$ cat src/design/gbt_pkg.sv
package gbt_pkg;

  localparam int VERT_W   = 5;
  localparam int WEIGHT_W = 32;
  localparam int CFG_W    = 6;

  localparam logic [1:0] OP_INSERT = 2'd0;
  localparam logic [1:0] OP_REMOVE = 2'd1;
  localparam logic [1:0] OP_BFS    = 2'd2;
  localparam logic [1:0] OP_DFS    = 2'd3;

  localparam logic [1:0] ST_OK        = 2'd0;
  localparam logic [1:0] ST_FULL      = 2'd1;
  localparam logic [1:0] ST_NOT_FOUND = 2'd2;

  typedef struct packed {
    logic [1:0]                 op;
    logic [VERT_W-1:0]          source_vertex;
    logic [VERT_W-1:0]          target_vertex;
    logic signed [WEIGHT_W-1:0] edge_weight;
    logic [VERT_W-1:0]          start_vertex;
  } in_item_t;

  typedef struct packed {
    logic [VERT_W-1:0] visited_vertex;
    logic              last;
    logic [1:0]        status;
  } out_item_t;

  typedef struct packed {
    logic [VERT_W-1:0]          target;
    logic signed [WEIGHT_W-1:0] weight;
  } edge_t;

endpackage

$ cat src/design/gbt_work_ram.sv
module gbt_work_ram #(
  parameter int DEPTH  = 32,
  parameter int ADDR_W = 5
) (
  input  logic                      clk,
  input  logic                      wr_en,
  input  logic [ADDR_W-1:0]         wr_addr,
  input  logic [gbt_pkg::VERT_W-1:0] wr_data,
  input  logic [ADDR_W-1:0]         rd_addr,
  output logic [gbt_pkg::VERT_W-1:0] rd_data
);

  logic [gbt_pkg::VERT_W-1:0] mem [DEPTH];

  // Queue or stack storage for a walk
  always_ff @(posedge clk) begin
    if (wr_en) begin
      mem[wr_addr] <= wr_data;
    end
    rd_data <= mem[rd_addr];
  end

endmodule

$ cat config.mk
export PLATFORM = sky130hd
export DESIGN_NAME = gbt_work_ram
export DESIGN_NICKNAME = d
export VERILOG_FILES = /design/src/design/gbt_pkg.sv /design/src/design/gbt_work_ram.sv
export SDC_FILE = /design/constraint.sdc
export NUM_CORES = 1
export LEC_CHECK = 0
export BUFFER_PORTS_ARGS = -buffer_cell sky130_fd_sc_hd__buf_2
export CORE_MARGIN = 10
export CORE_UTILIZATION = 55
export CTS_BUF_LIST = sky130_fd_sc_hd__clkbuf_4
export DETAILED_ROUTE_END_ITERATION = 16
export GPL_TIMING_DRIVEN = 1
export PLACE_DENSITY = 0.76
export SYNTH_ARGS = -nofsm -noshare
export SYNTH_HDL_FRONTEND = slang
export SYNTH_SLANG_ARGS = --single-unit
export TNS_END_PERCENT = 50
$ cat constraint.sdc
create_clock -name clk -period 4.51 [get_ports clk]
set_input_delay 1.1275 -clock clk [delete_from_list [all_inputs] [get_ports clk]]
set_output_delay 1.1275 -clock clk [all_outputs]
set_load 0.03 [all_outputs]
==> metrics.yaml <==
clock_tree:
  path_clk_slew_ns: 0.13
  cts_inserted_buffers: 17
  ctsResizeCount: 0
  cts.htree.levels: 4
  cts_setup_buffers: 0
  hold_buffers: 0
  cts.sinks: 165
  root_buffer: "clkbuf_4"
  cts_tree: "done"
  clkLatencyLatePin_ns: 0.53
  cts_max_path_buffers: 2
sta:
  rsz0062_at_grt: "no"
  fin_ws_ns: 1.71
  setup_viol: 0
  relSlewSlack_pct: 29.7
  fin_crit_ns: 2.80
  whs_ns: 0.920
  hold_violations: 0
  worst_slew_pin_slew_ns: 1.05
  slew_viol_final: 0
  clock-skew-final_ns: 0.0145
  fin_crit_sh_pct: 62.0
  max_freq_mhz: 358
  tns_ns: 0
synth:
  ys_seq_area_share_pct: 77.3
  synthArstFlopShare_pct: 0
  syn_nets: 294
  synthesis.area_um2: 6340
  synthDominantCellAreaShare_pct: 75.7
  ys_top_cells_by_area: "edfxtp_1 76%, mux4_2 18%, nor2_1 2.0%, dfxtp_1 1.6%, mux2_2 0.89%"
  syn_avg_cell_area_um2: 22.9
  ys_ff_latch: 165
  synth.largest_area_cell: "edfxtp_1"
  synth.distinct_cells: 13
  syn_inst: 277
  ys.flop_type: "edfxtp_1"
  ys.warnings.count: 0
  yosysMostFrequentCell: "edfxtp_1"
  ys_top_cells_by_count: "160 x edfxtp_1, 50 x mux4_2, 33 x nor2_1"
  synth_edf_count: 160
cells_and_area:
  synthToLayoutAreaGrowth_pct: 8.36
  nNetsFinal: 323
  drive_above_1_share_pct: 34.5
  design_area_um2: 6880
  post-route-util_pct: 60.5
  instances_no_fill: 463
floorplan:
  die_h_um: 127
  ioPinCount: 22
  die_width_um: 127
  design.core.area_um2: 11400
  start_util_pct: 55.8
  rows: 39
  die-area_um2: 16200
critical_path:
  reg2reg_depth: 3
  crit_cells: 4
  worstSetupPathType: "input port to flip-flop"
  cpMaxStageDelayCell: "buf_2"
  slowest_delay_ns: 0.77
  cp-end-kind: "flip-flop"
  arrival_ns: 3.23
  start_kind: "input port"
  cp.required_ns: 4.94
  path_cells: "buf_2 -> mux4_2 -> mux4_2 -> mux2_2"
  critPathMaxFanout: 40
  critPathCapture: "rd_data[2]"
  cp-startpoint: "rd_addr[2]"
  r2r-start: "mem[28][2]"
  cp_common_cell: "mux4_2"
  r2r_setup_slack_ns: 2.64
  critical_path.top_delay_family: "multiplexers"
  crit_buf_inv: 1
  rr_endpoint: "rd_data[2]"
global_routing:
  grt_use_total_pct: 15.1
  antenna_found_initial: 1
  grt_overflow: 0
  grt_max_degree: 41
  grt_pass1_wl_mm: 18.1
  grt_pass1_vias: 2952
placed_design:
  gp_congestion: 0.796
  place_inst: 430
  io_buffers: 21
  hpwl_mm: 7.68
  dpl_cell_area_um2: 6600
  place_ws_ns: 1.19
route:
  top_layer_used: "met4"
  drt_iter0_markers: 338
  wl_per_cell_um: 25.4
  met1_length_mm: 4.81
  routed_wl_mm: 11.8
  dr_total_vias: 2885
  viasPerCell: 6.23
  ant_nets: 0
  wl_met3_mm: 1.04
  route.detailed.drc: 0
  wl_met2_mm: 5.70
  first_pass_iters: 5
pwr:
  total_leakage_power_nw: 2.11
  irDropWorstVdd_mv: 0.172
  powerDensity_nw_per_um2: 394
  total_power_mw: 2.71
worst_hold_path:
  hold_path.class: "flip-flop to flip-flop"
job:
  maxCapViolations: 0
outcome:
  outcome: "completed"
cell families (layout without fill, tap and decap cells):
family / Yosys count / after routing / synth area share, %
buffers and inverters: 12 / 54 / 0.789
DFF: 165 / 165 / 77.3
muxes: 55 / 55 / 18.6
other: 0 / 1 / 0
and+or+nand+nor: 45 / 45 / 3.27
flip-flops by register name, summed over array words and instances, names as in the netlist:
register	count
rd_data	5
mem	160
cells in the final DEF, fill, tap and decap left out, types with 2 or more instances in the layout:
master,instances
edfxtp_1,160
mux4_2,50
nor2_1,33
buf_2,21
clkbuf_4,19
mux2_2,5
nand3b_1,5
dfxtp_1,5
or3b_2,3
clkinv_2,3
clkinvlp_4,3
nand3_1,2
bufinv_16,2
clkinv_1,2
inv_6,2
report_power, final:
| group | internal (mW) | leakage, nW | switching [mW] |
|---|---|---|---|
| clock network | 0.339 | 0.144 | 0.487 |
| registers | 1.70 | 1.48 | 0.00769 |
| logic | 0.0708 | 0.482 | 0.100 |
per-layer routing:
layer | up-vias | GRT usage [%]
met3 | 16 | 4.59
met2 | 150 | 22.6
met4 | 0 | 5.89
met5 | - | 0
met1 | 1497 | 20.3
li1 | 1222 | -
worst reg2reg max path, stage by stage, from the launching register on:
cell and delay [ns]:
edfxtp_1 0.42, mux4_2 0.52, mux4_2 0.53, mux2_2 0.30
final cells by class:
cell class | count | area (um^2)
well taps | 143 | 179
flip-flops and latches | 165 | 4900
clock buffers | 19 | 143
fillers | 777 | 4490
multi-input cells | 100 | 1390
clock inverters | 13 | 131
diodes | 1 | 2.50
repair buffers | 22 | 125
worst min-delay path by stage:
stage                    start    endpoint  slack (ns)  cells past startpoint
floorplan           mem[12][0]  rd_data[0]        0.87                      3
detailed placement  mem[16][4]  rd_data[4]        0.91                      3
finish              mem[16][3]  rd_data[3]        0.92                      3
CTS                 mem[16][3]  rd_data[3]        0.93                      3
global route        mem[17][3]  rd_data[3]        0.94                      3
global placement    mem[22][1]  rd_data[1]        0.89                      3
Power figures use the tool's default switching activity.
